===== src/design/ordered_list_insert_erase_macros.svh =====
// Assertion macros used by the ordered list datapath (oli_dpath).
// Include this header by its bare file name; it depends on nothing else.
`ifndef ORDERED_LIST_INSERT_ERASE_MACROS_SVH
`define ORDERED_LIST_INSERT_ERASE_MACROS_SVH

// Same-cycle implication, checked on every rising clock edge outside reset.
`define OLI_ASSERT_NOW(label, clk, rst, ante, cons, msg) \
   label: assert property (@(posedge clk) disable iff (rst) (ante) |-> (cons)) \
      else $error(msg);

// Next-cycle implication, checked on every rising clock edge outside reset.
`define OLI_ASSERT_NEXT(label, clk, rst, ante, cons, msg) \
   label: assert property (@(posedge clk) disable iff (rst) (ante) |=> (cons)) \
      else $error(msg);

`endif


===== src/design/oli_pkg.sv =====
// Package for the ordered list block: field widths, operation and status codes,
// and the command and status structs between controller and datapath. No dependencies.
package oli_pkg;

   localparam int OP_W   = 3;
   localparam int POS_W  = 7;
   localparam int DATA_W = 32;
   localparam int ST_W   = 2;
   localparam int CNT_W  = 7;

   localparam logic [OP_W-1:0] OP_APPEND = 3'd0;
   localparam logic [OP_W-1:0] OP_INSERT = 3'd1;
   localparam logic [OP_W-1:0] OP_ERASE  = 3'd2;
   localparam logic [OP_W-1:0] OP_POP    = 3'd3;
   localparam logic [OP_W-1:0] OP_READ   = 3'd4;

   localparam logic [ST_W-1:0] ST_DONE  = 2'd0;
   localparam logic [ST_W-1:0] ST_FULL  = 2'd1;
   localparam logic [ST_W-1:0] ST_RANGE = 2'd2;

   // Source of the read address.
   typedef enum logic [1:0] {
      RA_POS,
      RA_PREV,
      RA_NEXT
   } raddr_sel_type;

   // Update of the shift index.
   typedef enum logic [2:0] {
      IDX_HOLD,
      IDX_COUNT,
      IDX_POS,
      IDX_DEC,
      IDX_INC
   } idx_op_type;

   // Source of the result word.
   typedef enum logic [1:0] {
      RES_ZERO,
      RES_ONES,
      RES_MEM
   } res_sel_type;

   typedef struct packed {
      logic          load_item;
      idx_op_type    idx_op;
      logic          mem_we;
      logic          waddr_count;
      logic          wdata_mem;
      logic          mem_re;
      raddr_sel_type raddr_sel;
      logic          cnt_inc;
      logic          cnt_dec;
      logic          rsp_load;
      res_sel_type   res_sel;
      logic [ST_W-1:0] res_status;
   } oli_cmd_type;

   typedef struct packed {
      logic [OP_W-1:0] op;
      logic            full;
      logic            empty;
      logic            ins_range;
      logic            pos_ge_count;
      logic            idx_at_pos;
      logic            erase_done;
      logic            rsp_free;
   } oli_sts_type;

endpackage


===== src/design/oli_dpath.sv =====
// Datapath of the ordered list block: entry memory, count, shift index and
// response register. Depends on oli_pkg and the assertion macro header.
`include "ordered_list_insert_erase_macros.svh"

module oli_dpath import oli_pkg::*; #(
   parameter int CAPACITY = 64
) (
   input  logic                     clock,
   input  logic                     reset,
   input  logic [OP_W-1:0]          req_operation,
   input  logic [POS_W-1:0]         req_position,
   input  logic signed [DATA_W-1:0] req_value,
   input  oli_cmd_type              cmd,
   output oli_sts_type              sts,
   output logic                     rsp_valid,
   input  logic                     rsp_ready,
   output logic signed [DATA_W-1:0] rsp_read_value,
   output logic [ST_W-1:0]          rsp_status,
   output logic [CNT_W-1:0]         rsp_entry_count
);

   localparam int AW = $clog2(CAPACITY);
   localparam int CW = $clog2(CAPACITY + 1);
   localparam int MW = (CW > POS_W) ? CW : POS_W;

   logic [OP_W-1:0]   op_ff;
   logic [POS_W-1:0]  pos_ff;
   logic [DATA_W-1:0] val_ff;
   logic [CW-1:0]     count_ff, count_in;
   logic [AW-1:0]     idx_ff, idx_in;
   logic [DATA_W-1:0] rdata_ff;
   logic [DATA_W-1:0] mem [CAPACITY];

   logic              rsp_valid_ff, rsp_valid_in;
   logic [DATA_W-1:0] rsp_value_ff;
   logic [ST_W-1:0]   rsp_status_ff;
   logic [CNT_W-1:0]  rsp_count_ff;

   logic [AW-1:0]     raddr;
   logic [AW-1:0]     waddr;
   logic [DATA_W-1:0] wdata;
   logic [MW-1:0]     pos_ext;
   logic [MW-1:0]     count_ext;
   logic [MW-1:0]     idx_ext;
   logic              rsp_free;

   assign pos_ext   = MW'(pos_ff);
   assign count_ext = MW'(count_ff);
   assign idx_ext   = MW'(idx_ff);
   assign rsp_free  = !rsp_valid_ff || rsp_ready;

   always_comb begin
      sts.op           = op_ff;
      sts.full         = (count_ff == CW'(CAPACITY));
      sts.empty        = (count_ff == '0);
      sts.ins_range    = (pos_ext > count_ext);
      sts.pos_ge_count = (pos_ext >= count_ext);
      sts.idx_at_pos   = (idx_ext == pos_ext);
      sts.erase_done   = ((CW'(idx_ff) + CW'(1)) >= count_ff);
      sts.rsp_free     = rsp_free;
   end

   always_comb begin
      case (cmd.raddr_sel)
         RA_POS:  raddr = AW'(pos_ff);
         RA_PREV: raddr = idx_ff - AW'(1);
         RA_NEXT: raddr = idx_ff + AW'(1);
         default: raddr = AW'(pos_ff);
      endcase
      waddr = cmd.waddr_count ? AW'(count_ff) : idx_ff;
      wdata = cmd.wdata_mem ? rdata_ff : val_ff;
   end

   always_comb begin
      case (cmd.idx_op)
         IDX_HOLD:  idx_in = idx_ff;
         IDX_COUNT: idx_in = AW'(count_ff);
         IDX_POS:   idx_in = AW'(pos_ff);
         IDX_DEC:   idx_in = idx_ff - AW'(1);
         IDX_INC:   idx_in = idx_ff + AW'(1);
         default:   idx_in = idx_ff;
      endcase
   end

   always_comb begin
      count_in = count_ff;
      if (cmd.cnt_inc) begin
         count_in = count_ff + CW'(1);
      end else if (cmd.cnt_dec) begin
         count_in = count_ff - CW'(1);
      end
   end

   always_comb begin
      rsp_valid_in = rsp_valid_ff;
      if (cmd.rsp_load) begin
         rsp_valid_in = 1'b1;
      end else if (rsp_ready) begin
         rsp_valid_in = 1'b0;
      end
   end

   // Entry store: one write port, one read port with registered data.
   always_ff @(posedge clock) begin
      if (cmd.mem_we) begin
         mem[waddr] <= wdata;
      end
      if (cmd.mem_re) begin
         rdata_ff <= mem[raddr];
      end
   end

   always_ff @(posedge clock) begin
      if (cmd.load_item) begin
         op_ff  <= req_operation;
         pos_ff <= req_position;
         val_ff <= $unsigned(req_value);
      end
      idx_ff <= idx_in;
      if (cmd.rsp_load) begin
         case (cmd.res_sel)
            RES_ZERO: rsp_value_ff <= '0;
            RES_ONES: rsp_value_ff <= '1;
            RES_MEM:  rsp_value_ff <= rdata_ff;
            default:  rsp_value_ff <= '0;
         endcase
         rsp_status_ff <= cmd.res_status;
         rsp_count_ff  <= CNT_W'(count_ff);
      end
   end

   always_ff @(posedge clock) begin
      if (reset) begin
         count_ff     <= '0;
         rsp_valid_ff <= 1'b0;
      end else begin
         count_ff     <= count_in;
         rsp_valid_ff <= rsp_valid_in;
      end
   end

   assign rsp_valid       = rsp_valid_ff;
   assign rsp_read_value  = $signed(rsp_value_ff);
   assign rsp_status      = rsp_status_ff;
   assign rsp_entry_count = rsp_count_ff;

   `OLI_ASSERT_NOW(a_count_bound, clock, reset, 1'b1, count_ff <= CW'(CAPACITY),
      "entry count exceeds capacity")
   `OLI_ASSERT_NOW(a_no_overwrite, clock, reset, cmd.rsp_load, rsp_free,
      "response register loaded while a beat is still waiting")
   `OLI_ASSERT_NEXT(a_count_step, clock, reset, cmd.cnt_inc,
      count_ff == $past(count_ff) + CW'(1), "count did not step up by one")
   `OLI_ASSERT_NOW(a_waddr_bound, clock, reset, cmd.mem_we, 32'(waddr) < 32'(CAPACITY),
      "entry write beyond capacity")

endmodule

===== config.mk =====
export PLATFORM = sky130hd
export DESIGN_NAME = oli_dpath
export DESIGN_NICKNAME = d
export VERILOG_FILES = /design/src/design/oli_pkg.sv /design/src/design/oli_dpath.sv
export VERILOG_INCLUDE_DIRS = /design/src /design/src/design
export SDC_FILE = /design/constraint.sdc
export NUM_CORES = 2
export LEC_CHECK = 0
export BUFFER_PORTS_ARGS = -buffer_cell sky130_fd_sc_hd__buf_2
export CORE_MARGIN = 2
export CORE_UTILIZATION = 55
export DETAILED_ROUTE_END_ITERATION = 7
export PLACE_DENSITY = 0.73
export SYNTH_ARGS = -nofsm -noshare
export SYNTH_HDL_FRONTEND = slang
export SYNTH_SLANG_ARGS = --single-unit

===== constraint.sdc =====
create_clock -name clock -period 3 [get_ports clock]
set_input_delay 0.3 -clock clock [delete_from_list [all_inputs] [get_ports clock]]
set_output_delay 0.3 -clock clock [all_outputs]
set_load 0.02 [all_outputs]

Yosys cells after proc, flatten, opt, wreduce, memory -nomap -nowiden
Memories as Yosys holds them, arrays and structs flattened. A register that Yosys moved wholly into a read port is not among the register bits.
Cells that the tools add are included.
{"block": "word_totals", "regBits": 97, "out_inout_bits": 52, "n_memories": 1, "inputBits": 62, "rom_bits": 0, "ram_bits": 2048, "wordCells": 45, "latch_bits": 0}
{"memory": "mem", "words": 64, "width": 32, "rd": 1, "rd_ports_with_merged_regs": 1, "write_ports": 1, "line": "oli_dpath.sv:32", "source": "logic [DATA_W-1:0] mem [CAPACITY];"}
{"block": "op_classes", "reduce_logical": 6, "multipliers": 0, "magnitude_cmp": 3, "n_mux": 11, "shifts": 0, "bitwise_logic": 0, "n_addsub": 5, "n_div": 0, "n_eq_ne": 10}
{"cell": "case mux 32 bit (2 select lines)", "count": 1}
{"cell": "two-way mux 32 bit", "count": 1}
{"cell": "case mux 6 bit (4 select lines)", "count": 1}
{"cell": ">= comparator 7 bit", "count": 2}
{"cell": "two-way mux 7 bit", "count": 2}
{"cell": "case mux 6 bit (2 select lines)", "count": 1}
{"cell": "adder 6 x 1 -> 7 bit (second input constant)", "count": 1}
{"cell": "adder 7 x 1 -> 7 bit (second input constant)", "count": 1}
{"cell": "equality test 6 x 7 -> 1 bit", "count": 1}
{"cell": "equality test 7 bit (second input constant)", "count": 1}
{"cell": "greater-than comparator 7 bit", "count": 1}
{"cell": "zero test 7 bit", "count": 1}
{"cell": "subtractor 7 x 1 -> 7 bit (second input constant)", "count": 1}
{"cell": "adder 6 x 1 -> 6 bit (second input constant)", "count": 1}
{"cell": "equality test 3 x 2 -> 1 bit (second input constant)", "count": 2}
{"cell": "two-way mux 6 bit", "count": 1}
{"cell": "subtractor 6 x 1 -> 6 bit (second input constant)", "count": 1}
{"cell": "equality test 2 x 1 -> 1 bit (second input constant)", "count": 2}
{"cell": "equality test 2 bit (second input constant)", "count": 2}
{"cell": "two-way mux 1 bit", "count": 4}
{"cell": "nonzero test 2 bit", "count": 2}
{"cell": "nonzero test 4 bit", "count": 1}
{"cell": "equality test 3 x 1 -> 1 bit (second input constant)", "count": 1}
{"cell": "equality test 3 bit (second input constant)", "count": 1}
{"cell": "2 further kinds", "count": 2}

Logic depth before layout (Yosys ltp)
{"block": "depth", "ltp_word": 3, "mapped_depth": 15}

Worst setup path before layout
OpenSTA, ideal clock, no wires.
{"block": "synth_timing", "path_kind": "input-to-reg", "from": "in cmd[11] in the netlist's numbering", "to": "mem mem[17][0], enable pin", "t_arrival_ns": 2.824, "slack_ns": -0.245, "setup_ns": 0.421, "path_buffers": 2, "path_stages": 6, "required_time_ns": 2.579, "path_cell_list": "clkbuf_1 -> buf_1 -> nand2_1 -> o21ai_1 -> nand3_1 -> nor2_1"}
{"block": "synth_via", "elab_chain_len": 1}
{"element": "start, declared", "line": "oli_dpath.sv:13", "source": "input oli_cmd_type cmd,"}
{"element": "two-way mux 6 bit", "line": "oli_dpath.sv:70", "source": "waddr = cmd.waddr_count ? AW'(count_ff) : idx_ff;"}
{"element": "end, declared", "line": "oli_dpath.sv:32"}
Every way passes these cells.

Final worst setup path
{"block": "layout_timing", "from": "reg idx_ff[2]", "to": "reg rdata_ff[27] (read register of mem), data pin"}
{"block": "layout_via", "elab_chain_len": 2, "elab_cells_between_ends": 3}
{"element": "start, declared", "line": "oli_dpath.sv:30", "source": "logic [AW-1:0] idx_ff, idx_in;"}
{"element": "start signal, assigned", "line": "oli_dpath.sv:119", "source": "idx_ff <= idx_in;"}
{"element": "adder 6 x 1 -> 6 bit / subtractor 6 x 1 -> 6 bit (equally long branches)", "line": "oli_dpath.sv:67, oli_dpath.sv:66"}
{"element": "case mux 6 bit (2 select lines) *", "line": "oli_dpath.sv:64", "source": "case (cmd.raddr_sel)"}
{"element": "end, declared", "line": "oli_dpath.sv:31", "source": "logic [DATA_W-1:0] rdata_ff;"}
Every way passes the cells marked *; elsewhere a longest branch is shown, timed or not.
A chain may end at the register's enable or synchronous reset.

==> flow_summary.json <==
{
  "outcome": "finished with violations",
  "failed_checks": "setup timing",
  "fmax_mhz": 298,
  "fin_nets": 5173,
  "fin_ws_ns": -0.360,
  "core_area_um2": 152000,
  "drt_pre_antenna_iters": 7,
  "p_int_w": 0.0553,
  "grt_pass1_wl_mm": 348,
  "dieWidth_um": 396,
  "min_path_type": "in -> reg",
  "min_period_ns": 3.36,
  "hold_viol_final": 0,
  "crit_path_start_kind": "register",
  "antenna_left": 0,
  "rsz0062_at_grt": "true",
  "crit_fanout": 18,
  "period_share_pct": 112,
  "p_leak_nw": 34.3,
  "p_clk_share_pct": 33.3,
  "synth_seq_cells": 2177,
  "synth-edff-count": 2169,
  "path_clk_slew_ns": 0.06,
  "pre_cts_slack_ns": -0.911,
  "cts-root-buf": "clkbuf_16",
  "setup_viol": 51,
  "clkLatencyLatePin_ns": 0.86,
  "io_pins": 114,
  "synth_top_cell_by_area": "edfxtp_1",
  "dpl-instance-area_um2": 92800,
  "wl_mm": 254,
  "drv_slew": 0,
  "async_flop_share_pct": 0,
  "port_buffers": 113,
  "synth_fp_nets": 4349,
  "start_util_pct": 55.5,
  "overflow": 0,
  "die_h_um": 396,
  "worst_setup_path_end_kind": "register",
  "globalRouteTotalUtil_pct": 31.5,
  "pwr-share-comb_pct": 19.4,
  "vias": 48847,
  "worstMarginPinSlew_ns": 1.49,
  "clock_path_buffers": 3,
  "wl_per_cell_um": 34.9,
  "final_layout_size_suffix_gt1_share_pct": 36.3,
  "critPathTopFamily": "buffers and inverters",
  "syn_area_um2": 84500,
  "finClkSkew_ns": 0.0503,
  "cp.required_ns": 3.61,
  "grt_max_degree": 65,
  "ir_worst_vdd_v": 0.000690,
  "max_cap_viol_count": 0,
  "layout_common_cells": "2169 x edfxtp_1, 429 x mux4_2, 381 x buf_4",
  "cts_made_buffers": 203,
  "synth-main-ff-cell": "edfxtp_1",
  "dp_cells": 6681,
  "criticalPathCategory": "reg -> reg",
  "htree_levels": 4,
  "ys_seq_area_share_pct": 77.3,
  "layout_commonest_cell": "edfxtp_1",
  "avgViaCountPerCell": 6.70,
  "die_area_um2": 157000,
  "std_cell_rows": 143,
  "avgSynthCellArea_um2": 19.8,
  "synth_cells": 4260,
  "grt_pass1_vias": 47873,
  "drcViolationCount": 0,
  "layout.cells.non_filler": 7287,
  "cp_num_buf_inv": 6,
  "areaGrowthSynthToFinish_pct": 23.5,
  "drtIter0Drc": 7427,
  "p_sw_share_pct": 27.3,
  "synth_top_area_share_pct": 77.1,
  "critPathMaxStageDelay_ns": 0.58,
  "finalWeightedCongestion": 0.903,
  "synth_area_leaders": "edfxtp_1 77%, mux4_2 11%, nand2_1 1.8%",
  "yosys_warnings": 0,
  "cts.sinks": 2177,
  "switchingPower_w": 0.0207,
  "crit_slowest_cell": "edfxtp_1",
  "worstPathCellList": "buf_4, a221oi_1, a311o_1, nand2_4, buf_12, buf_12, buf_12, buf_4, nand2_2, nand4_1, o21ai_4, buf_6, nor3_2",
  "dp_hpwl_mm": 142,
  "cts_tree": "yes",
  "crit_path_frequent_cell": "buf_12",
  "power.density_nw_per_um2": 729,
  "max-slew-margin-rel_pct": 0.820,
  "postLayoutCoreUtil_pct": 68.5,
  "hold_ws_ns": 0.0437,
  "yosysUniqueCellTypes": 70,
  "antenna_found_initial": 18,
  "pwr-share-seq_pct": 47.3,
  "stdcell_area_um2": 104000,
  "critical_path_arrival_ns": 3.97
}
[area by class of cell]
class,count,area (µm²)
antenna,7,17.5
clock inverter,131,1230
fill,8817,48000
timing repair buffer,866,9940
inverter,19,71.3
multi-input combinational,1817,20000
tap,2030,2540
clock buffer,240,5220
sequential,2177,65300
[worst min-delay path, delay by kind of cell]
kind            cells  cell delay (ns)
compound gates      1             0.06
buf+inv             2             0.47
[synthesized netlist by cell type (all sizes together) (31+ instances only)]
cell	n
edfxtp	2169
mux4	429
nand2	400
buf	186
nor2	163
nand3	142
a21oi	104
mux2i	97
clkbuf	61
o21ai	52
a221oi	37
mux2	33
a22oi	31
[per-stage QoR]
| stage | power (W) | setup TNS [ns] |
|---|---|---|
| after global placement | 0.0481 | -16.01 |
| after floorplan | 0.0423 | -343.68 |
| after global routing | 0.0777 | -10.28 |
| final | 0.0760 | -8.14 |
| after detailed placement | 0.0484 | -17.31 |
| after CTS | 0.0746 | -6.14 |
[flip-flops by register name (all words and copies together) (netlist names)]
register         flops
mem               2048
rdata_ff            32
rsp_read_value      32
val_ff              32
count_ext            7
pos_ext              7
rsp_entry_count      7
idx_ff               6
op_ff                3
rsp_status           2
rsp_valid            1
[worst paths after layout]
| check | startpoint | end | slack, ns | cells past startpoint |
|---|---|---|---|---|
| setup / recovery | idx_ff[2] | rdata_ff[27] | -0.36 | 13 |
| hold / removal | cmd[4] | rsp_valid | 0.04 | 3 |
| setup reg to reg | idx_ff[2] | rdata_ff[27] | -0.36 | 13 |
| hold reg to reg | count_ext[6] | rsp_entry_count[6] | 0.50 | 0 |
[kinds of logic (layout without fill, tap and decap cells)]
| group | count (synthesis) | in the layout | synth area share (%) |
|---|---|---|---|
| buffers and inverters | 266 | 1256 | 1.57 |
| other | 0 | 7 | 0 |
| DFF | 2177 | 2177 | 77.3 |
| AOI/OAI and AO/OA | 409 | 409 | 3.39 |
| adders and majority gates | 27 | 27 | 0.409 |
| xor gates and xnor gates | 20 | 20 | 0.207 |
| and+or+nand+nor | 802 | 802 | 4.09 |
| muxes | 559 | 559 | 13.0 |
[metal layers]
metal / vias up / track usage [%] / wire, µm
met1: 25011 / 41.7 / 85100
met3: 670 / 8.96 / 36100
li1: 19161 / - / -
met5: - / 0 / 126
met4: 12 / 15.5 / 14700
met2: 3993 / 48.5 / 118000
[power by group through the flow]
stage	Sequential [W]	Clock [W]	Combinational, W
global route	0.0360	0.0265	0.0152
CTS	0.0359	0.0252	0.0135
global placement	0.0365	0	0.0116
detailed placement	0.0366	0	0.0118
floorplan	0.0363	0	0.00595
finish	0.0360	0.0253	0.0148
[timing repair]
action,in CTS,in global routing
buffers inserted,96,92
cloned,17,12
hold endpoints to repair,58,0
pin swaps,120,130
hold buffers,53,0
setup endpoints to repair,34,36
resized for setup,367,217
Note: power is estimated with default switching activity, not from simulation.
