File: src/design/ordered_list_insert_erase_macros.svh
// Assertion macros used by the ordered list datapath (oli_dpath).
// Include this header by its bare file name; it depends on nothing else.
`ifndef ORDERED_LIST_INSERT_ERASE_MACROS_SVH
`define ORDERED_LIST_INSERT_ERASE_MACROS_SVH

// Same-cycle implication, checked on every rising clock edge outside reset.
`define OLI_ASSERT_NOW(label, clk, rst, ante, cons, msg) \
   label: assert property (@(posedge clk) disable iff (rst) (ante) |-> (cons)) \
      else $error(msg);

// Next-cycle implication, checked on every rising clock edge outside reset.
`define OLI_ASSERT_NEXT(label, clk, rst, ante, cons, msg) \
   label: assert property (@(posedge clk) disable iff (rst) (ante) |=> (cons)) \
      else $error(msg);

`endif

File: src/design/oli_pkg.sv
// Package for the ordered list block: field widths, operation and status codes,
// and the command and status structs between controller and datapath. No dependencies.
package oli_pkg;

   localparam int OP_W   = 3;
   localparam int POS_W  = 7;
   localparam int DATA_W = 32;
   localparam int ST_W   = 2;
   localparam int CNT_W  = 7;

   localparam logic [OP_W-1:0] OP_APPEND = 3'd0;
   localparam logic [OP_W-1:0] OP_INSERT = 3'd1;
   localparam logic [OP_W-1:0] OP_ERASE  = 3'd2;
   localparam logic [OP_W-1:0] OP_POP    = 3'd3;
   localparam logic [OP_W-1:0] OP_READ   = 3'd4;

   localparam logic [ST_W-1:0] ST_DONE  = 2'd0;
   localparam logic [ST_W-1:0] ST_FULL  = 2'd1;
   localparam logic [ST_W-1:0] ST_RANGE = 2'd2;

   // Source of the read address.
   typedef enum logic [1:0] {
      RA_POS,
      RA_PREV,
      RA_NEXT
   } raddr_sel_type;

   // Update of the shift index.
   typedef enum logic [2:0] {
      IDX_HOLD,
      IDX_COUNT,
      IDX_POS,
      IDX_DEC,
      IDX_INC
   } idx_op_type;

   // Source of the result word.
   typedef enum logic [1:0] {
      RES_ZERO,
      RES_ONES,
      RES_MEM
   } res_sel_type;

   typedef struct packed {
      logic          load_item;
      idx_op_type    idx_op;
      logic          mem_we;
      logic          waddr_count;
      logic          wdata_mem;
      logic          mem_re;
      raddr_sel_type raddr_sel;
      logic          cnt_inc;
      logic          cnt_dec;
      logic          rsp_load;
      res_sel_type   res_sel;
      logic [ST_W-1:0] res_status;
   } oli_cmd_type;

   typedef struct packed {
      logic [OP_W-1:0] op;
      logic            full;
      logic            empty;
      logic            ins_range;
      logic            pos_ge_count;
      logic            idx_at_pos;
      logic            erase_done;
      logic            rsp_free;
   } oli_sts_type;

endpackage

File: src/design/oli_ctrl.sv
// Controller state machine of the ordered list block.
// Depends on oli_pkg; drives the datapath through oli_cmd_type only.
module oli_ctrl import oli_pkg::*; (
   input  logic        clock,
   input  logic        reset,
   input  logic        req_valid,
   output logic        req_ready,
   input  oli_sts_type sts,
   output oli_cmd_type cmd
);

   typedef enum logic [2:0] {
      S_IDLE,
      S_EVAL,
      S_INS_CHK,
      S_INS_WR,
      S_ERS_CHK,
      S_ERS_WR,
      S_FINISH
   } state_type;

   state_type       state_ff, state_in;
   logic [ST_W-1:0] res_status_ff, res_status_in;
   res_sel_type     res_sel_ff, res_sel_in;

   always_comb begin
      state_in      = state_ff;
      res_status_in = res_status_ff;
      res_sel_in    = res_sel_ff;
      req_ready     = 1'b0;

      cmd.load_item   = 1'b0;
      cmd.idx_op      = IDX_HOLD;
      cmd.mem_we      = 1'b0;
      cmd.waddr_count = 1'b0;
      cmd.wdata_mem   = 1'b0;
      cmd.mem_re      = 1'b0;
      cmd.raddr_sel   = RA_POS;
      cmd.cnt_inc     = 1'b0;
      cmd.cnt_dec     = 1'b0;
      cmd.rsp_load    = 1'b0;
      cmd.res_sel     = res_sel_ff;
      cmd.res_status  = res_status_ff;

      case (state_ff)
         S_IDLE: begin
            // No beat is taken while reset is held.
            req_ready = !reset;
            if (req_valid && !reset) begin
               cmd.load_item = 1'b1;
               state_in      = S_EVAL;
            end
         end
         S_EVAL: begin
            // Most operations settle here; only a good insert or erase walks the store.
            state_in      = S_FINISH;
            res_status_in = ST_DONE;
            res_sel_in    = RES_ZERO;
            case (sts.op)
               OP_APPEND: begin
                  if (sts.full) begin
                     res_status_in = ST_FULL;
                  end else begin
                     cmd.mem_we      = 1'b1;
                     cmd.waddr_count = 1'b1;
                     cmd.cnt_inc     = 1'b1;
                  end
               end
               OP_INSERT: begin
                  if (sts.full) begin
                     res_status_in = ST_FULL;
                  end else if (sts.ins_range) begin
                     res_status_in = ST_RANGE;
                  end else begin
                     cmd.idx_op = IDX_COUNT;
                     state_in   = S_INS_CHK;
                  end
               end
               OP_ERASE: begin
                  if (sts.pos_ge_count) begin
                     res_status_in = ST_RANGE;
                  end else begin
                     cmd.idx_op = IDX_POS;
                     state_in   = S_ERS_CHK;
                  end
               end
               OP_POP: begin
                  if (sts.empty) begin
                     res_status_in = ST_RANGE;
                  end else begin
                     cmd.cnt_dec = 1'b1;
                  end
               end
               OP_READ: begin
                  if (sts.pos_ge_count) begin
                     res_status_in = ST_RANGE;
                     res_sel_in    = RES_ONES;
                  end else begin
                     cmd.mem_re    = 1'b1;
                     cmd.raddr_sel = RA_POS;
                     res_sel_in    = RES_MEM;
                  end
               end
               default: begin
                  res_status_in = ST_DONE;
               end
            endcase
         end
         S_INS_CHK: begin
            if (sts.idx_at_pos) begin
               cmd.mem_we    = 1'b1;
               cmd.cnt_inc   = 1'b1;
               res_status_in = ST_DONE;
               res_sel_in    = RES_ZERO;
               state_in      = S_FINISH;
            end else begin
               cmd.mem_re    = 1'b1;
               cmd.raddr_sel = RA_PREV;
               state_in      = S_INS_WR;
            end
         end
         S_INS_WR: begin
            cmd.mem_we    = 1'b1;
            cmd.wdata_mem = 1'b1;
            cmd.idx_op    = IDX_DEC;
            state_in      = S_INS_CHK;
         end
         S_ERS_CHK: begin
            if (sts.erase_done) begin
               cmd.cnt_dec   = 1'b1;
               res_status_in = ST_DONE;
               res_sel_in    = RES_ZERO;
               state_in      = S_FINISH;
            end else begin
               cmd.mem_re    = 1'b1;
               cmd.raddr_sel = RA_NEXT;
               state_in      = S_ERS_WR;
            end
         end
         S_ERS_WR: begin
            cmd.mem_we    = 1'b1;
            cmd.wdata_mem = 1'b1;
            cmd.idx_op    = IDX_INC;
            state_in      = S_ERS_CHK;
         end
         S_FINISH: begin
            if (sts.rsp_free) begin
               cmd.rsp_load = 1'b1;
               state_in     = S_IDLE;
            end
         end
         default: begin
            state_in = S_IDLE;
         end
      endcase
   end

   always_ff @(posedge clock) begin
      if (reset) begin
         state_ff      <= S_IDLE;
         res_status_ff <= ST_DONE;
         res_sel_ff    <= RES_ZERO;
      end else begin
         state_ff      <= state_in;
         res_status_ff <= res_status_in;
         res_sel_ff    <= res_sel_in;
      end
   end

endmodule

File: config.mk
export PLATFORM = sky130hd
export DESIGN_NAME = oli_ctrl
export DESIGN_NICKNAME = d
export VERILOG_FILES = /design/src/design/ordered_list_insert_erase_macros.svh /design/src/design/oli_pkg.sv /design/src/design/oli_ctrl.sv
export SDC_FILE = /design/constraint.sdc
export NUM_CORES = 1
export LEC_CHECK = 0
export BUFFER_PORTS_ARGS = -buffer_cell sky130_fd_sc_hd__buf_4
export CORE_AREA = 3 3 43 45
export DETAILED_ROUTE_END_ITERATION = 10
export DIE_AREA = 0 0 46 48
export PLACE_DENSITY = 0.69
export SLEW_MARGIN = 20
export SYNTH_ARGS = -nofsm -noshare
export SYNTH_HDL_FRONTEND = slang
export SYNTH_SLANG_ARGS = --single-unit
File: constraint.sdc
create_clock -name clock -period 2.44 [get_ports clock]
set_input_delay 0.61 -clock clock [delete_from_list [all_inputs] [get_ports clock]]
set_output_delay 0.61 -clock clock [all_outputs]
set_load 0.01 [all_outputs]
**Word-level counts from Yosys, hierarchy flattened**

Index checks and enable logic that the tools add are counted.

- Bits in registers: 7
- Logic and storage cells: 75
- Input bits: 13

- Mux-type cells: 49
- Reductions and logical operators: 9
- Equality and inequality tests: 14

Operator list:

| operator | count |
|---|---|
| $mux W3 | 9 |
| $mux W2 | 13 |
| $pmux W3 S7 | 1 |
| $pmux W3 S3 | 2 |
| $mux W1 | 16 |
| $eq A3 B2 Y1 const B | 4 |
| $eq A3 B3 Y1 const B | 4 |
| $pmux W2 S3 | 2 |
| $ne A2 B2 Y1 const B | 4 |
| $pmux W2 S4 | 1 |
| $eq A3 B1 Y1 const B | 2 |
| $logic_not A3 Y1 | 2 |
| $pmux W3 S2 | 1 |
| $pmux W1 S2 | 2 |
| $pmux W2 S2 | 1 |
| $reduce_or A2 Y1 | 2 |
| $pmux W1 S3 | 1 |
| $reduce_and A3 Y1 | 1 |
| $reduce_bool A3 Y1 | 1 |
| $reduce_and A2 Y1 | 1 |
| $logic_and A1 B1 Y1 | 1 |
| $logic_not A1 Y1 | 1 |

**Longest topological paths before layout**

Gate-level depths: netlist of run 1.

- Word-level depth: 4
- Depth in mapped cells: 5
- Depth with buffers taken out: 4

**Worst setup path after synthesis of run 1**

No wires, ideal clock.

- Kind: input -> output
- From: input sts[8] in the netlist's numbering
- To: output cmd[12] in the netlist's numbering
- Setup slack: 0.323 ns
- Required time: 1.830 ns
- Stages on the path: 5
- Arrival time: 1.507 ns
- Cell sequence: clkbuf_1 nor4_1 nor2_1 nor2_1 o221a_2

RTL lines:

| item | RTL line | text |
|---|---|---|
| start, declared | oli_ctrl.sv:8 | `input oli_sts_type sts,` |
| end, declared | oli_ctrl.sv:9 | `output oli_cmd_type cmd` |

==> flow_metrics.tcl, run 1 <==
set metrics [dict create \
    p_per_area_nw_per_um2 894 \
    dp_hpwl_um 1320 \
    fmax_mhz 427 \
    cts_tree "yes" \
    detail_route.vias_per_cell 5.54 \
    reg2reg_depth 4 \
    p_int_w 0.000435 \
    fin_hold_ws_ns 0.453 \
    ys_ff_latch 7 \
    numClockSinks 7 \
    core_area_um2 1510 \
    yosys_warnings 0 \
    clockPowerShare 0.136 \
    max_cap_violations 0 \
    synth_fp_nets 95 \
    comb_power_share 0.634 \
    slew_headroom 0.707 \
    setup_slack_ns 0.0990 \
    crit_arrival_ns 1.73 \
    drtPass1Iterations 4 \
    finalCritPeriodShare 0.959 \
    hp-class "reg2reg" \
    fin_tns_setup_ns 0 \
    maxSlewViolCount 0 \
    rows 14 \
    power_leakage_nw 0.387 \
    synth.avg_cell_area_um2 7.22 \
    drc 0 \
    end_kind "output port" \
    fin_total_pwr_w 0.000765 \
    cts-resized-gates 0 \
    place_ws_ns 0.224 \
    wire_per_inst_um 13.0 \
    drt-initial-drc-count 21 \
    detail-route-antenna-nets 0 \
    hold_viol 0 \
    routed-via-count 715 \
    path_max_fanout 14 \
    cts_buffer_depth 2 \
    start_util 0.393 \
    grt.total_usage 0.169 \
    antenna_found_initial 0 \
    fp.dieW_um 46 \
    fp.dieH_um 48 \
    syn2layout_area_growth_pct 44.6 \
    clk_latency_ns 0.25 \
    power.share.sequential 0.230 \
    rsz0062_at_grt "false" \
    worstMarginPinSlew_ns 0.436 \
    syn_area_um2 592 \
    ys_types 36 \
    grt_pass1_wl_um 2680 \
    synthCells 82 \
    skew_ns 0.000919 \
    n_antenna_cell 0 \
    port_buffers 30 \
    post-cts-setup-buffer-count 0 \
    routed_wl_um 1680 \
    first_global_vias 612 \
    grt_overflow_total 0 \
    grt_start_max_net_pins 19 \
    path_clk_slew_ns 0.05 \
    layout-drive-gt1-share 0.345 \
    nets 127 \
    ir_drop_mv 0.484 \
    root_buffer "clkbuf_4" \
    die_area_um2 2210 \
    ys_seq_area_frac 0.237 \
    crit_path_start_kind "flip-flop" \
    p_switching_w 0.000330 \
    critPathRequiredTime_ns 1.83 \
    cts_buffers 3 \
    outcome "complete, no violations" \
    ioPinCount 31 \
    min_period_ns 2.34 \
    holdBufCountCts 0 \
    gp_congestion 0.848 \
    path_class "reg2out" \
    p_sw_frac 0.431 \
    hold_path_depth 2 \
    h-tree-depth 1 \
    setup-violations-final 0 \
]
==> final cells by class <==
type                            instances  area [um2]
Clock buffer                            4        26.3
Inverter                                2        7.51
Sequential cell                         7         140
Tap cell                               16        20.0
Fill cell                             154         651
Multi-Input combinational cell         67         414
Timing Repair Buffer                   33         248
==> cell families after synthesis <==
group / Yosys count / share of synthesized area
AOI/OAI and AO/OA: 21 / 0.247
DFF: 7 / 0.237
xor gates and xnor gates: 2 / 0.0296
buffers and inverters: 8 / 0.0634
and+or+nand+nor: 44 / 0.423
==> state kept, by name, indices dropped and copies added, names as in the netlist <==
signal and count:
res_sel_ff 2, state_ff 3, res_status_ff 2
==> power by group through the flow <==
stage	sequential, W	combinational [W]	clock, W
after global routing	0.000180	0.000534	0.000116
after detailed placement	0.000178	0.000484	0
after CTS	0.000175	0.000487	0.000108
final	0.000176	0.000485	0.000104
after global placement	0.000177	0.000478	0
after floorplan	0.000161	0.000338	0
==> worst max-delay path, stage by stage (launching register included) <==
cell and delay, ns:
dfxtp_1 0.44, or3b_4 0.46, or3_1 0.39, nand2_1 0.08, buf_4 0.11
==> cell usage after synthesis, drive strengths merged <==
master   number  share of area
or4b          1          0.017
o21a          2          0.025
nand3b        2          0.025
nor2         11          0.070
dfxtp         7           0.24
nand4         1          0.011
nand2         9          0.057
o32ai         1          0.015
o21ai         2          0.017
inv           2          0.013
nand3         1         0.0084
nor3b         3          0.038
nand2b        2          0.021
nor3          1         0.0084
buf           1          0.019
o211ai        1          0.013
and2b         1          0.013
xor2          1          0.015
a21oi         8          0.068
or3           2          0.021
a22oi         1          0.013
o2111ai       1          0.015
nand4bb       1          0.019
xnor2         1          0.015
nor4          2          0.021
and2          2          0.021
a41o          1          0.017
o21bai        1          0.013
o221a         1          0.019
nor4b         2          0.030
nor2b         1          0.011
or3b          1          0.019
clkbuf        5          0.032
or4           1          0.013
o211a         2          0.034
==> stage by stage <==
step                      instances  area (um2)   util
after floorplan                  82         592      -
after global placement          125         830  0.551
after detailed placement        125         830  0.551
after CTS                       129         856  0.568
after global routing            129         856  0.568
final                           129         856  0.568
==> layout by cell type, fill, tap and decap left out, types with 2 or more instances in the layout <==
cell type,n
a21oi_1,8
and2_1,2
buf_4,33
clkbuf_4,3
dfxtp_1,7
inv_1,2
nand2_1,9
nand2b_1,2
nand3b_1,2
nor2_1,11
nor3b_1,3
nor4_1,2
nor4b_1,2
o21a_1,2
o21ai_1,2
or3_1,2
==> routing by layer <==
layer	routed length [um]	vias up	global-route usage
met3	174	0	0.0526
met5	0	-	0
met1	712	308	0.190
met2	793	44	0.302
met4	0	0	0.0511
li1	-	363	-
==> path summary, 6_finish.rpt <==
path                                       from                             to  slack (ns)
setup reg to reg       state_ff[2]$_SDFFE_PP0P_     res_sel_ff[0]$_SDFFE_PP0P_        0.67
setup / recovery       state_ff[2]$_SDFFE_PP0P_                         cmd[9]         0.1
hold reg to reg   res_status_ff[0]$_SDFFE_PP0P_  res_status_ff[0]$_SDFFE_PP0P_        0.45
hold / removal    res_status_ff[0]$_SDFFE_PP0P_  res_status_ff[0]$_SDFFE_PP0P_        0.45
Power figures use the tool's default switching activity.
==> run 2: changes to the inputs <==
Settings changed: GPL_TIMING_DRIVEN from default to 0.
==> flow_metrics.tcl, run 2 (synthesized netlist as in run 1, its figures left out) <==
set metrics [dict create \
    outcome "complete, no violations" \
    crit_arrival_ns 1.67 \
    dp_hpwl_um 1330 \
    hp-class "reg2reg" \
    ioPinCount 31 \
    cts_buffers 3 \
    timing.rr.start "state_ff[0]$_SDFFE_PP0P_" \
    fp.dieW_um 46 \
    die_area_um2 2210 \
    antenna_found_initial 0 \
    detail_route.vias_per_cell 5.50 \
    port_buffers 28 \
    drtPass1Iterations 4 \
    grt_pass1_wl_um 2680 \
    first_global_vias 646 \
    holdBufCountCts 0 \
    fp.dieH_um 48 \
    layout_common_cells "28 x buf_4, 11 x nor2_1, 9 x nand2_1" \
    maxSlewViolCount 0 \
    routed-via-count 715 \
    crit_path_start_kind "flip-flop" \
    power_leakage_nw 0.377 \
    ir_drop_mv 0.520 \
    layout-drive-gt1-share 0.325 \
    fmax_mhz 439 \
    detail-route-antenna-nets 0 \
    rows 14 \
    critPathRequiredTime_ns 1.83 \
    fin_tns_setup_ns 0 \
    nets 128 \
    syn2layout_area_growth_pct 44.6 \
    root_buffer "clkbuf_4" \
    worstMarginPinSlew_ns 0.442 \
    max_cap_violations 0 \
    fill_cells 148 \
    grt.total_usage 0.161 \
    start_util 0.393 \
    drc 0 \
    mostFrequentLayoutCell "buf_4" \
    gp_congestion 0.836 \
    slew_headroom 0.702 \
    grt_start_max_net_pins 11 \
    end_kind "output port" \
    dpl_cell_area_um2 822 \
    hold_viol 0 \
    n_antenna_cell 0 \
    core_area_um2 1510 \
    setup-violations-final 0 \
    clk_latency_ns 0.25 \
    largestRegisters "state_ff (3), res_sel_ff (2), res_status_ff (2)" \
    rsz0062_at_grt "false" \
    routed_wl_um 1710 \
    path_clk_slew_ns 0.05 \
    min_period_ns 2.28 \
    wire_per_inst_um 13.2 \
    h-tree-depth 1 \
    post-cts-setup-buffer-count 0 \
    largest_reg_flops 3 \
    final_cell_area_um2 856 \
    finalCritPeriodShare 0.934 \
    cts_buffer_depth 2 \
    p_per_area_nw_per_um2 901 \
    skew_ns 0.00330 \
    startpoint "state_ff[1]$_SDFFE_PP0P_" \
    grt_overflow_total 0 \
    numClockSinks 7 \
    regMostFlops "state_ff" \
    path_class "reg2out" \
    drt-initial-drc-count 16 \
    cts_tree "yes" \
    path_max_fanout 10 \
    worstHoldStart "res_status_ff[0]$_SDFFE_PP0P_" \
]
[run 2: what timing repair did]
action,4_1_cts,5_1_grt
setup endpoints to repair,0,3
endpoints found under the hold margin,0,0
gates resized for setup,0,3
[run 2: final cells by class]
| class | instances | area (um2) | share of cell area |
|---|---|---|---|
| Sequential cell | 7 | 140 | 0.164 |
| Clock buffer | 4 | 26.3 | 0.0307 |
| Multi-Input combinational cell | 67 | 420 | 0.491 |
| Timing Repair Buffer | 28 | 210 | 0.246 |
| Inverter | 2 | 7.51 | 0.00877 |
| Buffer | 6 | 31.3 | 0.0365 |
| Tap cell | 16 | 20.0 | 0.0234 |
[run 2: critical path: stages, from the launching register on]
cell and delay, ns:
dfxtp_1 0.30, buf_6 0.13, or3b_4 0.41, or3_1 0.39, nand2_1 0.08, buf_4 0.11
[run 2: where the power goes]
group | internal (W) | switching, W
clock network | 0.0000623 | 0.0000411
registers | 0.000142 | 0.0000173
logic | 0.000237 | 0.000272
total | 0.000441 | 0.000331
[run 2: routing by layer]
layer	share of wire	vias to the layer above	GRT usage
met5	0	-	0
met4	0	0	0
met3	0.088	0	0.0451
met2	0.48	31	0.283
met1	0.43	319	0.208
li1	-	365	-
[run 2: metrics by stage]
step	std cells	hold WS, ns	worst slack, ns	util	total power (W)
CTS	130	0.459	0.0477	0.563	0.000774
floorplan	82	0.476	0.323	-	0.000499
global route	130	0.477	0.0275	0.568	0.000840
global placement	126	0.441	0.0684	0.546	0.000663
finish	130	0.454	0.160	0.568	0.000771
detailed placement	126	0.449	0.0626	0.546	0.000667
[run 2: worst paths after layout]
kind              slack (ns)                       endpoint  depth (start not counted)
setup / recovery        0.16                         cmd[9]                          5
hold / removal          0.45  res_status_ff[0]$_SDFFE_PP0P_                          2
setup reg to reg        0.70     res_sel_ff[0]$_SDFFE_PP0P_                          5
hold reg to reg         0.45  res_status_ff[0]$_SDFFE_PP0P_                          2
